===== src/sv/sprle_pkg.sv =====
// ----------------------------------------------------------------------------
// sprle_pkg
// shared widths, register indexes, reset values and code limits for the
// subpicture run-length line decoder
// ----------------------------------------------------------------------------
`default_nettype none

package sprle_pkg;

  localparam int COORD_BITS_DEF = 12;

  localparam int BYTE_W         = 8;
  localparam int NIB_W          = 4;
  localparam int CODE_W         = 16;
  localparam int HELD_W         = 2;
  localparam int GRAY_W         = 8;
  localparam int ALPHA_W        = 8;

  localparam int LINE_WIDTH_W   = 13;
  localparam int LINE_COUNT_W   = 12;
  localparam int GRAY_MAP_W     = 32;
  localparam int CONTRAST_MAP_W = 16;
  localparam int CFG_DATA_W     = 32;
  localparam int CFG_IDX_W      = 2;

  typedef enum logic [CFG_IDX_W-1:0] {
    REG_LINE_WIDTH   = 2'd0,
    REG_LINE_COUNT   = 2'd1,
    REG_GRAY_MAP     = 2'd2,
    REG_CONTRAST_MAP = 2'd3
  } cfg_reg_e;

  localparam logic [LINE_WIDTH_W-1:0]   LINE_WIDTH_RST   = 13'd720;
  localparam logic [LINE_COUNT_W-1:0]   LINE_COUNT_RST   = 12'd576;
  localparam logic [GRAY_MAP_W-1:0]     GRAY_MAP_RST     = 32'h0000_0000;
  localparam logic [CONTRAST_MAP_W-1:0] CONTRAST_MAP_RST = 16'h0000;

  // smallest complete code of one, two and three nibbles
  localparam logic [CODE_W-1:0] CODE_MIN_1 = 16'h0004;
  localparam logic [CODE_W-1:0] CODE_MIN_2 = 16'h0010;
  localparam logic [CODE_W-1:0] CODE_MIN_3 = 16'h0040;

  typedef struct packed {
    logic [GRAY_MAP_W-1:0]     gray_map;
    logic [CONTRAST_MAP_W-1:0] contrast_map;
    logic [LINE_COUNT_W-1:0]   line_count;
  } cfg_t;

endpackage

`default_nettype wire


===== src/sv/sprle_cfg.sv =====
// ----------------------------------------------------------------------------
// sprle_cfg
// configuration registers and clamped line width
// ----------------------------------------------------------------------------
`default_nettype none

module sprle_cfg #(
  parameter int CoordBits = sprle_pkg::COORD_BITS_DEF
) (
  input  wire logic                             clk_i,
  input  wire logic                             rst_ni,
  input  wire logic                             cfg_we_i,
  input  wire logic [sprle_pkg::CFG_IDX_W-1:0]  cfg_idx_i,
  input  wire logic [sprle_pkg::CFG_DATA_W-1:0] cfg_wdata_i,
  output sprle_pkg::cfg_t                       cfg_o,
  output logic [CoordBits:0]                    width_o
);
  import sprle_pkg::*;

  localparam int LwW = (CoordBits + 1 > LINE_WIDTH_W) ? CoordBits + 1 : LINE_WIDTH_W;

  logic [LINE_WIDTH_W-1:0]   line_width_q;
  logic [LINE_COUNT_W-1:0]   line_count_q;
  logic [GRAY_MAP_W-1:0]     gray_map_q;
  logic [CONTRAST_MAP_W-1:0] contrast_map_q;
  logic [LwW-1:0]            lw_ext;
  logic [LwW-1:0]            max_ext;

  always_ff @(posedge clk_i or negedge rst_ni) begin
    if (!rst_ni) begin
      line_width_q   <= LINE_WIDTH_RST;
      line_count_q   <= LINE_COUNT_RST;
      gray_map_q     <= GRAY_MAP_RST;
      contrast_map_q <= CONTRAST_MAP_RST;
    end else if (cfg_we_i) begin
      unique case (cfg_reg_e'(cfg_idx_i))
        REG_LINE_WIDTH:   line_width_q   <= cfg_wdata_i[LINE_WIDTH_W-1:0];
        REG_LINE_COUNT:   line_count_q   <= cfg_wdata_i[LINE_COUNT_W-1:0];
        REG_GRAY_MAP:     gray_map_q     <= cfg_wdata_i[GRAY_MAP_W-1:0];
        REG_CONTRAST_MAP: contrast_map_q <= cfg_wdata_i[CONTRAST_MAP_W-1:0];
        default:          line_width_q   <= line_width_q;
      endcase
    end
  end

  // zero counts as one, oversize clamps to the full coordinate range
  assign lw_ext  = LwW'(line_width_q);
  assign max_ext = LwW'(1) << CoordBits;

  always_comb begin
    if (lw_ext == '0) begin
      width_o = (CoordBits + 1)'(1);
    end else if (lw_ext > max_ext) begin
      width_o = max_ext[CoordBits:0];
    end else begin
      width_o = lw_ext[CoordBits:0];
    end
  end

  assign cfg_o.gray_map     = gray_map_q;
  assign cfg_o.contrast_map = contrast_map_q;
  assign cfg_o.line_count   = line_count_q;

endmodule

`default_nettype wire


===== src/sv/sprle_nibble.sv =====
// ----------------------------------------------------------------------------
// sprle_nibble
// one nibble step: code gathering, run length clip, position update
// ----------------------------------------------------------------------------
`default_nettype none

module sprle_nibble #(
  parameter int CoordBits = sprle_pkg::COORD_BITS_DEF
) (
  input  wire logic [sprle_pkg::NIB_W-1:0]  nib_i,
  input  wire logic [CoordBits-1:0]         col_i,
  input  wire logic [CoordBits-1:0]         row_i,
  input  wire logic [sprle_pkg::CODE_W-1:0] acc_i,
  input  wire logic [sprle_pkg::HELD_W-1:0] held_i,
  input  wire logic [CoordBits:0]           width_i,
  input  sprle_pkg::cfg_t                   cfg_i,
  output logic                              emit_o,
  output logic                              ends_o,
  output logic                              fin_set_o,
  output logic [CoordBits:0]                len_o,
  output logic [sprle_pkg::GRAY_W-1:0]      gray_o,
  output logic [sprle_pkg::ALPHA_W-1:0]     alpha_o,
  output logic [CoordBits-1:0]              col_o,
  output logic [CoordBits-1:0]              row_o,
  output logic [sprle_pkg::CODE_W-1:0]      acc_o,
  output logic [sprle_pkg::HELD_W-1:0]      held_o
);
  import sprle_pkg::*;

  localparam int RawW = CODE_W - 2;
  localparam int LenW = (CoordBits + 1 > RawW) ? CoordBits + 1 : RawW;
  localparam int CmpW = (CoordBits > LINE_COUNT_W) ? CoordBits : LINE_COUNT_W;

  logic [CODE_W-1:0]    code;
  logic                 done;
  logic [1:0]           color;
  logic [RawW-1:0]      len_raw;
  logic [CoordBits:0]   col_ext;
  logic [CoordBits:0]   left;
  logic [CoordBits:0]   len_eff;
  logic [CoordBits+1:0] sum;
  logic [CoordBits-1:0] row_inc;

  assign code = {acc_i[CODE_W-NIB_W-1:0], nib_i};

  always_comb begin
    unique case (held_i)
      2'd0:    done = (code >= CODE_MIN_1);
      2'd1:    done = (code >= CODE_MIN_2);
      2'd2:    done = (code >= CODE_MIN_3);
      default: done = 1'b1;
    endcase
  end

  assign color   = ~code[1:0];
  assign len_raw = code[CODE_W-1:2];
  assign col_ext = {1'b0, col_i};
  assign left    = (col_ext < width_i) ? (width_i - col_ext) : (CoordBits + 1)'(1);

  // zero or overlong run fills to end of line
  assign len_eff = ((len_raw == '0) || (LenW'(len_raw) > LenW'(left))) ?
                   left : (CoordBits + 1)'(LenW'(len_raw));

  assign sum     = (CoordBits + 2)'(col_i) + (CoordBits + 2)'(len_eff);
  assign row_inc = row_i + CoordBits'(1);

  assign emit_o    = done;
  assign ends_o    = done && (sum >= (CoordBits + 2)'(width_i));
  assign fin_set_o = ends_o && (CmpW'(row_inc) >= CmpW'(cfg_i.line_count));
  assign len_o     = len_eff;
  assign gray_o    = cfg_i.gray_map[{color, 3'b000} +: GRAY_W];
  assign alpha_o   = {cfg_i.contrast_map[{code[1:0], 2'b00} +: NIB_W], 4'h0};

  assign col_o  = !done ? col_i : (ends_o ? '0 : sum[CoordBits-1:0]);
  assign row_o  = ends_o ? row_inc : row_i;
  assign acc_o  = done ? '0 : code;
  assign held_o = done ? '0 : held_i + HELD_W'(1);

endmodule

`default_nettype wire


===== src/sv/subpicture_rle_line_decoder.sv =====
// ----------------------------------------------------------------------------
// subpicture_rle_line_decoder
// run-length line decoder for subpicture pixel data, one run per result
// ----------------------------------------------------------------------------
//  channel | direction | handshake             | payload
//  cfg     | in        | cfg_we_i              | cfg_idx_i, cfg_wdata_i
//  in      | in        | in_valid_i/in_stall_o | rle_byte_i, new_image_i
//  out     | out       | out_valid_o/out_stall_i | run_row_o .. last_result_o
//
//  the nibble unit takes one nibble per cycle while the result register is
//  not stalled; the low nibble is skipped when the high one ends a line, the
//  whole byte when the image is already done; a new byte is taken while the
//  previous one finishes; the result register holds one run and the nibble
//  unit waits while it is stalled; reset clears position, partial code and
//  handshake state; line width 720, line count 576, both maps zero
// ----------------------------------------------------------------------------
`default_nettype none

module subpicture_rle_line_decoder #(
  parameter int CoordBits = sprle_pkg::COORD_BITS_DEF
) (
  input  wire logic                             clk_i,
  input  wire logic                             rst_ni,
  input  wire logic                             cfg_we_i,
  input  wire logic [sprle_pkg::CFG_IDX_W-1:0]  cfg_idx_i,
  input  wire logic [sprle_pkg::CFG_DATA_W-1:0] cfg_wdata_i,
  input  wire logic                             in_valid_i,
  output logic                                  in_stall_o,
  input  wire logic [sprle_pkg::BYTE_W-1:0]     rle_byte_i,
  input  wire logic                             new_image_i,
  output logic                                  out_valid_o,
  input  wire logic                             out_stall_i,
  output logic [CoordBits-1:0]                  run_row_o,
  output logic [CoordBits-1:0]                  run_start_o,
  output logic [CoordBits:0]                    run_length_o,
  output logic [sprle_pkg::GRAY_W-1:0]          run_gray_o,
  output logic [sprle_pkg::ALPHA_W-1:0]         run_alpha_o,
  output logic                                  line_end_o,
  output logic                                  image_end_o,
  output logic                                  last_result_o
);
  import sprle_pkg::*;

  localparam int CmpW = (CoordBits > LINE_COUNT_W) ? CoordBits : LINE_COUNT_W;

  cfg_t                 cfg;
  logic [CoordBits:0]   width;

  // request held in the input register
  logic                 in_valid_q;
  logic [BYTE_W-1:0]    byte_q;
  logic                 new_image_q;
  logic                 phase_q;

  // decoder state
  logic [CoordBits-1:0] col_q, col_d;
  logic [CoordBits-1:0] row_q, row_d;
  logic [CODE_W-1:0]    acc_q, acc_d;
  logic [HELD_W-1:0]    held_q, held_d;
  logic                 fin_q, fin_d;

  // state seen by the current step
  logic [CoordBits-1:0] col_c, row_c;
  logic [CODE_W-1:0]    acc_c;
  logic [HELD_W-1:0]    held_c;
  logic                 fin_c;
  logic                 clear;
  logic                 drop;
  logic [NIB_W-1:0]     nib;

  logic                 emit, ends, fin_set;
  logic [CoordBits:0]   len;
  logic [GRAY_W-1:0]    gray;
  logic [ALPHA_W-1:0]   alpha;
  logic [CoordBits-1:0] col_n, row_n;
  logic [CODE_W-1:0]    acc_n;
  logic [HELD_W-1:0]    held_n;

  logic                 step;
  logic                 finish;
  logic                 last;
  logic                 in_accept;
  logic                 out_load;

  sprle_cfg #(
    .CoordBits(CoordBits)
  ) u_cfg (
    .clk_i       (clk_i),
    .rst_ni      (rst_ni),
    .cfg_we_i    (cfg_we_i),
    .cfg_idx_i   (cfg_idx_i),
    .cfg_wdata_i (cfg_wdata_i),
    .cfg_o       (cfg),
    .width_o     (width)
  );

  assign clear  = new_image_q && !phase_q;
  assign col_c  = clear ? '0 : col_q;
  assign row_c  = clear ? '0 : row_q;
  assign acc_c  = clear ? '0 : acc_q;
  assign held_c = clear ? '0 : held_q;
  assign fin_c  = clear ? 1'b0 : fin_q;
  assign drop   = !phase_q && (fin_c || (CmpW'(row_c) >= CmpW'(cfg.line_count)));
  assign nib    = phase_q ? byte_q[NIB_W-1:0] : byte_q[BYTE_W-1:NIB_W];

  sprle_nibble #(
    .CoordBits(CoordBits)
  ) u_nibble (
    .nib_i     (nib),
    .col_i     (col_c),
    .row_i     (row_c),
    .acc_i     (acc_c),
    .held_i    (held_c),
    .width_i   (width),
    .cfg_i     (cfg),
    .emit_o    (emit),
    .ends_o    (ends),
    .fin_set_o (fin_set),
    .len_o     (len),
    .gray_o    (gray),
    .alpha_o   (alpha),
    .col_o     (col_n),
    .row_o     (row_n),
    .acc_o     (acc_n),
    .held_o    (held_n)
  );

  assign step      = in_valid_q && (!out_valid_o || !out_stall_i);
  assign finish    = phase_q || drop || ends;
  assign in_stall_o = in_valid_q && !(step && finish);
  assign in_accept = in_valid_i && !in_stall_o;
  assign out_load  = step && !drop && emit;

  // after a run from the high nibble, the low nibble alone completes a code
  // only if it is at least the one-nibble minimum
  assign last = phase_q || ends ||
                ({{(CODE_W-NIB_W){1'b0}}, byte_q[NIB_W-1:0]} < CODE_MIN_1);

  always_comb begin
    if (drop) begin
      col_d  = col_c;
      row_d  = row_c;
      acc_d  = acc_c;
      held_d = held_c;
      fin_d  = fin_c;
    end else begin
      col_d  = col_n;
      row_d  = row_n;
      acc_d  = acc_n;
      held_d = held_n;
      fin_d  = fin_c || fin_set;
    end
  end

  always_ff @(posedge clk_i or negedge rst_ni) begin
    if (!rst_ni) begin
      in_valid_q  <= 1'b0;
      phase_q     <= 1'b0;
      col_q       <= '0;
      row_q       <= '0;
      acc_q       <= '0;
      held_q      <= '0;
      fin_q       <= 1'b0;
      out_valid_o <= 1'b0;
    end else begin
      if (step) begin
        col_q  <= col_d;
        row_q  <= row_d;
        acc_q  <= acc_d;
        held_q <= held_d;
        fin_q  <= fin_d;
      end
      if (in_accept) begin
        in_valid_q <= 1'b1;
        phase_q    <= 1'b0;
      end else if (step && finish) begin
        in_valid_q <= 1'b0;
        phase_q    <= 1'b0;
      end else if (step) begin
        phase_q <= 1'b1;
      end
      if (out_load) begin
        out_valid_o <= 1'b1;
      end else if (!out_stall_i) begin
        out_valid_o <= 1'b0;
      end
    end
  end

  always_ff @(posedge clk_i) begin
    if (in_accept) begin
      byte_q      <= rle_byte_i;
      new_image_q <= new_image_i;
    end
    if (out_load) begin
      run_row_o     <= row_c;
      run_start_o   <= col_c;
      run_length_o  <= len;
      run_gray_o    <= gray;
      run_alpha_o   <= alpha;
      line_end_o    <= ends;
      image_end_o   <= fin_set;
      last_result_o <= last;
    end
  end

endmodule

`default_nettype wire


===== config.mk =====
export PLATFORM = sky130hd
export DESIGN_NAME = subpicture_rle_line_decoder
export DESIGN_NICKNAME = d
export VERILOG_FILES = /design/src/sv/sprle_pkg.sv /design/src/sv/sprle_cfg.sv /design/src/sv/sprle_nibble.sv /design/src/sv/subpicture_rle_line_decoder.sv
export SDC_FILE = /design/constraint.sdc
export NUM_CORES = 1
export LEC_CHECK = 0
export ABC_CLOCK_PERIOD_IN_PS = 18400
export BUFFER_PORTS_ARGS = -buffer_cell sky130_fd_sc_hd__buf_4
export CAP_MARGIN = 20
export CORE_UTILIZATION = 45
export DETAILED_ROUTE_END_ITERATION = 6
export MAX_ROUTING_LAYER = met4
export PLACE_DENSITY_LB_ADDON = 0.1
export SLEW_MARGIN = 30
export SYNTH_ARGS = -nofsm -noshare
export SYNTH_HDL_FRONTEND = slang
export SYNTH_HIERARCHICAL = 1
export SYNTH_SLANG_ARGS = --single-unit

===== constraint.sdc =====
create_clock -name clk_i -period 18.4 [get_ports clk_i]
set_input_delay 0.92 -clock clk_i [delete_from_list [all_inputs] [get_ports clk_i]]
set_output_delay 0.92 -clock clk_i [all_outputs]
set_load 0.01 [all_outputs]

# Yosys cells after proc, flatten, opt, wreduce, memory -nomap -nowiden
# Index checks and enable logic that the tools add are counted.
dict set report classes {
  add_sub_neg 4
  order_cmp 10
  n_eq_ne 6
  n_shift 2
  n_mux 28
  bitwise_logic 1
  reduce_logical 34
}
# op n
set ops {}
lappend ops {{$mux W12} 10}
lappend ops {{$mux W13} 4}
lappend ops {{$shiftx A32 B6 Y8} 1}
lappend ops {{$ge A12 B12 Y1} 2}
lappend ops {{$ge A16 B3 Y1 const B} 1}
lappend ops {{$ge A16 B5 Y1 const B} 1}
lappend ops {{$ge A16 B7 Y1 const B} 1}
lappend ops {{$shiftx A16 B5 Y4} 1}
lappend ops {{$add A12 B13 Y14} 1}
lappend ops {{$ge A14 B13 Y1} 1}
lappend ops {{$gt A14 B13 Y1} 1}
lappend ops {{$logic_not A14 Y1} 1}
lappend ops {{$gt A13 B13 Y1 const B} 1}
lappend ops {{$logic_not A13 Y1} 1}
lappend ops {{$lt A12 B13 Y1} 1}
lappend ops {{$sub A13 B12 Y13} 1}
lappend ops {{$add A12 B1 Y12 const B} 1}
lappend ops {{$logic_and A1 B1 Y1} 10}
lappend ops {{$mux W1} 9}
lappend ops {{$logic_or A1 B1 Y1} 8}
lappend ops {{$reduce_and A2 Y1} 4}
lappend ops {{$eq A2 B2 Y1 const B} 3}
lappend ops {{$logic_not A1 Y1} 6}
lappend ops {{$mux W2} 3}
lappend ops {{10 further kinds} 12}
dict set report word_totals {
  regBits 176
  in_bits 48
  out_inout_bits 58
  word_cells 107
}

# Depth between registers and ports, before layout
dict set report logic_depth {
  word_depth 18
  depth_mapped 45
  depth_no_buf 42
}

# Hierarchy
# The synthesis kept the hierarchy.
# module instances cells_per_inst area_each_um2 seq_area_each_um2
set modules_own_cells {}
lappend modules_own_cells {subpicture_rle_line_decoder 1 417 5039.8 3103.0}
lappend modules_own_cells {sprle_nibble 1 434 3384.5 0.0}
lappend modules_own_cells {sprle_cfg 1 174 2835.2 1834.3}

# Worst setup path before layout
# OpenSTA, ideal clock, no wires.
dict set report synth_path {
  kind {register to output}
  from {register phase_q}
  to {output in_stall_o}
  arrival_time_ns 8.545
  required_ns 17.480
  setup_slack_ns 8.935
  stages_incl_launch_ff 43
  n_path_buf 4
  path_cell_list {dfrtp_1 clkbuf_1 nand2b_1 clkbuf_1 and2_1 inv_1 ha_1 nor2b_1 o31a_1 o21ai_0 a21oi_1 o21ai_0 a21oi_1 xor2_1 nand2_1 ha_1 a21o_1 a211oi_1 (+7 left out) a21oi_1 nand2b_1 a21boi_1 o41a_1 a311oi_2 o21bai_1 a21o_1 xor2_1 ha_1 a2111o_1 a2111oi_2 a21oi_2 o31ai_2 nor2_4 buf_6 nor2_1 and2_1 a22o_1}
}
dict set report synth_between {
  elab_chain_cells 15
  word_cells_on_any_way 33
  cone_classes {add/sub: 2; order compare: 7; eq/ne: 2; mux: 9; reduce/logical: 13}
}
# item line_no
set synth_lines {}
lappend synth_lines {{start: declaration} subpicture_rle_line_decoder.sv:53} ;# logic phase_q;
lappend synth_lines {{start signal: assignment} subpicture_rle_line_decoder.sv:158} ;# phase_q <= 1'b0;
lappend synth_lines {{start signal: assignment} subpicture_rle_line_decoder.sv:175} ;# phase_q <= 1'b0;
lappend synth_lines {{start signal: assignment} subpicture_rle_line_decoder.sv:178} ;# phase_q <= 1'b0;
lappend synth_lines {{$logic_not A1 Y1 (*)} subpicture_rle_line_decoder.sv:97} ;# assign clear = new_image_q && !phase_q;
lappend synth_lines {{$logic_and A1 B1 Y1 (*)} subpicture_rle_line_decoder.sv:97}
lappend synth_lines {{$mux W12 (*)} subpicture_rle_line_decoder.sv:98} ;# assign col_c = clear ? '0 : col_q;
lappend synth_lines {{named net col_c[1]} subpicture_rle_line_decoder.sv:63} ;# logic [CoordBits-1:0] col_c, row_c;
lappend synth_lines {{$sub A13 B12 Y13 or $lt A12 B13 Y1 (tied branches)} sprle_nibble.sv:58} ;# assign left = (col_ext < width_i) ? (width_i - col_ext) : (CoordBits + 1)'(1);
lappend synth_lines {{$mux W13 (*)} sprle_nibble.sv:58}
lappend synth_lines {{$gt A14 B13 Y1} sprle_nibble.sv:61} ;# assign len_eff = ((len_raw == '0) || (LenW'(len_raw) > LenW'(left))) ?
lappend synth_lines {{$logic_or A1 B1 Y1} sprle_nibble.sv:61}
lappend synth_lines {{(+1 left out)} --}
lappend synth_lines {{named net len[1]} subpicture_rle_line_decoder.sv:72} ;# logic [CoordBits:0] len;
lappend synth_lines {{$add A12 B13 Y14 (*)} sprle_nibble.sv:64} ;# assign sum = (CoordBits + 2)'(col_i) + (CoordBits + 2)'(len_eff);
lappend synth_lines {{$ge A14 B13 Y1 (*)} sprle_nibble.sv:68} ;# assign ends_o = done && (sum >= (CoordBits + 2)'(width_i));
lappend synth_lines {{$logic_and A1 B1 Y1 (*)} sprle_nibble.sv:68}
lappend synth_lines {{named net ends} subpicture_rle_line_decoder.sv:71} ;# logic emit, ends, fin_set;
lappend synth_lines {{$logic_or A1 B1 Y1 (*)} subpicture_rle_line_decoder.sv:129} ;# assign finish = phase_q || drop || ends;
lappend synth_lines {{$logic_and A1 B1 Y1 (*)} subpicture_rle_line_decoder.sv:130} ;# assign in_stall_o = in_valid_q && !(step && finish);
lappend synth_lines {{$logic_not A1 Y1 (*)} subpicture_rle_line_decoder.sv:130}
lappend synth_lines {{$logic_and A1 B1 Y1 (*)} subpicture_rle_line_decoder.sv:130}
lappend synth_lines {{end: declaration} subpicture_rle_line_decoder.sv:28} ;# output logic in_stall_o,
# Mark *: on every way through the listed nets, which the timed path passes. The rest lies on a longest branch.

# Worst setup path after layout
dict set report layout_path {
  from {register new_image_q}
  to {output in_stall_o}
}
dict set report layout_between {
  elab_chain_cells 14
  word_cells_on_any_way 31
  cone_classes {add/sub: 2; order compare: 7; eq/ne: 2; mux: 8; reduce/logical: 12}
}
# item line_no
set layout_lines {}
lappend layout_lines {{start: declaration} subpicture_rle_line_decoder.sv:52} ;# logic new_image_q;
lappend layout_lines {{start signal: assignment} subpicture_rle_line_decoder.sv:193} ;# new_image_q <= new_image_i;
lappend layout_lines {{$logic_and A1 B1 Y1 (*)} subpicture_rle_line_decoder.sv:97}
lappend layout_lines {{$mux W12 (*)} subpicture_rle_line_decoder.sv:98}
lappend layout_lines {{named net col_c[1]} subpicture_rle_line_decoder.sv:63}
lappend layout_lines {{$sub A13 B12 Y13 or $lt A12 B13 Y1 (tied branches)} sprle_nibble.sv:58}
lappend layout_lines {{$mux W13 (*)} sprle_nibble.sv:58}
lappend layout_lines {{$gt A14 B13 Y1} sprle_nibble.sv:61}
lappend layout_lines {{$logic_or A1 B1 Y1} sprle_nibble.sv:61}
lappend layout_lines {{$mux W13 (*)} sprle_nibble.sv:61}
lappend layout_lines {{named net len[1]} subpicture_rle_line_decoder.sv:72}
lappend layout_lines {{$add A12 B13 Y14 (*)} sprle_nibble.sv:64}
lappend layout_lines {{$ge A14 B13 Y1 (*)} sprle_nibble.sv:68}
lappend layout_lines {{$logic_and A1 B1 Y1 (*)} sprle_nibble.sv:68}
lappend layout_lines {{named net ends} subpicture_rle_line_decoder.sv:71}
lappend layout_lines {{$logic_or A1 B1 Y1 (*)} subpicture_rle_line_decoder.sv:129}
lappend layout_lines {{$logic_and A1 B1 Y1 (*)} subpicture_rle_line_decoder.sv:130}
lappend layout_lines {{$logic_not A1 Y1 (*)} subpicture_rle_line_decoder.sv:130}
lappend layout_lines {{$logic_and A1 B1 Y1 (*)} subpicture_rle_line_decoder.sv:130}
# Marks and branches as above.

==> results by group <==
Synthesis
  • Synth Warn #: 6
  • Post-synthesis cell area: 0.01102 sq mm
  • Syn Inst Count: ~1,000
  • Syn Area/Cell: 11.05 sq um

Floorplan
  • Initial core utilization: a little under half
  • Ports: 106
  • Chip height: 158.5 microns
  • Die area: ~0.025 sq mm
  • Row count: 56
  • Core area: between 0.02 and 0.025 sq mm
  • DIE WIDTH: between 150 and 200 microns

Drt
  • Initial DRC Count: approximately 460
  • Drt total wl: about 28,000 microns
  • Post-DR vias/cell: approximately 5.6
  • Pre-antenna DRT Iters: 6
  • DRC Markers: 0
  • DR vias: 7,881
  • Routed length per instance: slightly below 20 microns
  • Antenna Nets Post-Route: 0

Clock tree
  • Hold-fix buffers at CTS: 0
  • Root Driver: clkbuf_16
  • PostCTS Resize Cnt: 0
  • Sink Count: 180
  • Latest clock arrival within the worst-skew pair: roughly 450 ps
  • Post-CTS Setup Inserts: 0
  • CTS buffer count: 17
  • H-tree Lvls: 4
  • CTS tree: built
  • Clock slew at reported path FFs: 80 ps
  • Clock buffer depth: 2

Global routing
  • Total Routing Usage GR: about a quarter
  • GRT overflow: 0
  • Vias in the first global route: 7,510
  • Initial antenna violation count: 0
  • First-pass GRT wire length: approximately 43,000 microns
  • Largest net degree at the start of global routing: 74

Place
  • DP Worst Slack: ~8000 ps
  • IO buf count: about 110
  • Final HPWL DP: between 15,000 and 20,000 microns
  • Placed insts: 1,382
  • GPL Wtd Cong: about 0.88

Worst setup path
  • CP required: approximately 17,000 ps
  • R2R Path End: row_q[1]
  • Critical R2R Launch: new_image_q
  • Worst setup path category: flip-flop to output port
  • Slowest cell delay on critical path: 480 ps
  • Slowest CP cell: fa_1
  • Crit-path max FO: 32
  • Critical Path Sink Type: output port
  • Worst setup SP type: flip-flop
  • Worst path most repeated cell: a21oi_1
  • Setup crit end: in_stall_o
  • CP Launch Point: new_image_q
  • Worst reg2reg setup slack: 8530 ps
  • Reg2reg path depth: 40
  • Arr. time, crit path: roughly 10,000 ps

Finish
  • Share of layout cells above drive strength 1: 25.66%
  • Area Growth Syn to Fin: 14.09%
  • Fill cells: 2,121
  • Non-Filler Instances: approximately 1,400
  • ANT cells: 0
  • Nets: 1,212

Timing
  • Final worst path period share: 59.51%
  • Clk_skew: around 17 ps
  • Final Hold Violating Endpoints: 0
  • Top achievable clock speed: between 90 and 100 MHz
  • # setup viols final: 0
  • Post-layout min period: about 11,000 ps
  • Setup WS post-layout: ~7500 ps
  • Worst slew pin tran: 870.7 ps
  • Total negative slack: 0 ps
  • Max Slew Vio Count: 0
  • RSZ-0062 raised after global routing: no
  • Rel. slew slack: approximately two fifths

Job
  • Max-cap check violation count: 0

Power
  • PD cells: approximately 200 mW/mm^2
  • Pwr Total: between 2000 and 3000 uW
  • VDD IR max: about 110 uV
  • Pleak: approximately 0.0055 uW

Min path
  • Worst hold path type: input port to asynchronous set/reset pin

Run status
  • Status: complete, no violations
==> routing by layer <==
layer	share of wire [%]	vias up	wire length [microns]	track usage [%]
li1	-	3787	-	-
met4	1.4	0	381	5.723
met5	0	-	0	-
met1	48	3877	13190	33.81
met2	46	193	12620	35.48
met3	5.1	24	1410	3.892
==> final cells by class <==
cell class | instances | area, sq um | share of cell area, %
Timing Repair Buffer | 113 | 852.1 | 6.778
Clock buffer | 18 | 439.2 | 3.494
Sequential cell | 180 | 4837 | 38.48
Multi-Input combinational cell | 712 | 5650 | 44.95
Clock inverter | 14 | 175.2 | 1.393
Tap cell | 319 | 399.1 | 3.175
Inverter | 58 | 217.7 | 1.732
==> worst min path at each step <==
stage / to / slack [ps] / depth (start not counted)
after floorplan: fin_q / 470 / 2
after global placement: u_cfg/gray_map_q[8] / 480 / 1
after detailed placement: u_cfg/gray_map_q[3] / 490 / 1
after CTS: row_q[3] / 490 / 1
after global routing: row_q[5] / 500 / 1
final: row_q[3] / 470 / 1
==> critical path, delay by kind of cell, from the launching register on <==
family          cells  cell delay (ps)
simple gates       10             2010
fa+ha+maj           4             1320
buf+inv             3              590
flops               1              430
xor+xnor            2              300
compound gates     21             4900
==> where the power goes <==
part	internal, uW	leakage (uW)	switching, uW
logic	599	0.00316	870
registers	603	0.00205	67.4
clock network	189	0.000298	188
==> cell usage in the layout, fill, tap and decap left out, types with 7 or more instances in the layout <==
cell       instances
nor2_1            25
and3_1             7
clkbuf_16         17
xnor2_1           18
nand2b_1           7
edfxtp_1          65
mux4_2            12
and2_1            53
a221o_1           38
mux2_2            77
a21oi_1           27
nor2b_1           15
inv_1             57
a21o_1             9
buf_4            112
nand3_1            9
a22o_1            10
ha_1              80
xor2_1            18
nand2_1          122
o21ai_0           66
dfrtp_1          109
o21a_1            11
==> through the flow <==
step / cell area, sq um / utilization (%) / hold WS [ps]
after detailed placement: 11950 / 50.30 / 491.2
after CTS: 12560 / 52.88 / 491.2
after floorplan: 11030 / - / 469.7
final: 12570 / 52.92 / 474.8
after global placement: 11940 / 50.28 / 482.0
after global routing: 12570 / 52.92 / 502.4
==> sequential cells by signal, summed over array words and instances, names as in the netlist, 2 cells and up <==
signal	flops
u_cfg/contrast_map_q	16
run_start_o	12
u_cfg/line_width_q	13
col_q	12
run_gray_o	8
byte_q	8
run_length_o	13
row_q	12
run_row_o	12
u_cfg/gray_map_q	32
held_q	2
u_cfg/line_count_q	12
run_alpha_o	8
acc_q	12
(Power assumes the default switching activity.)
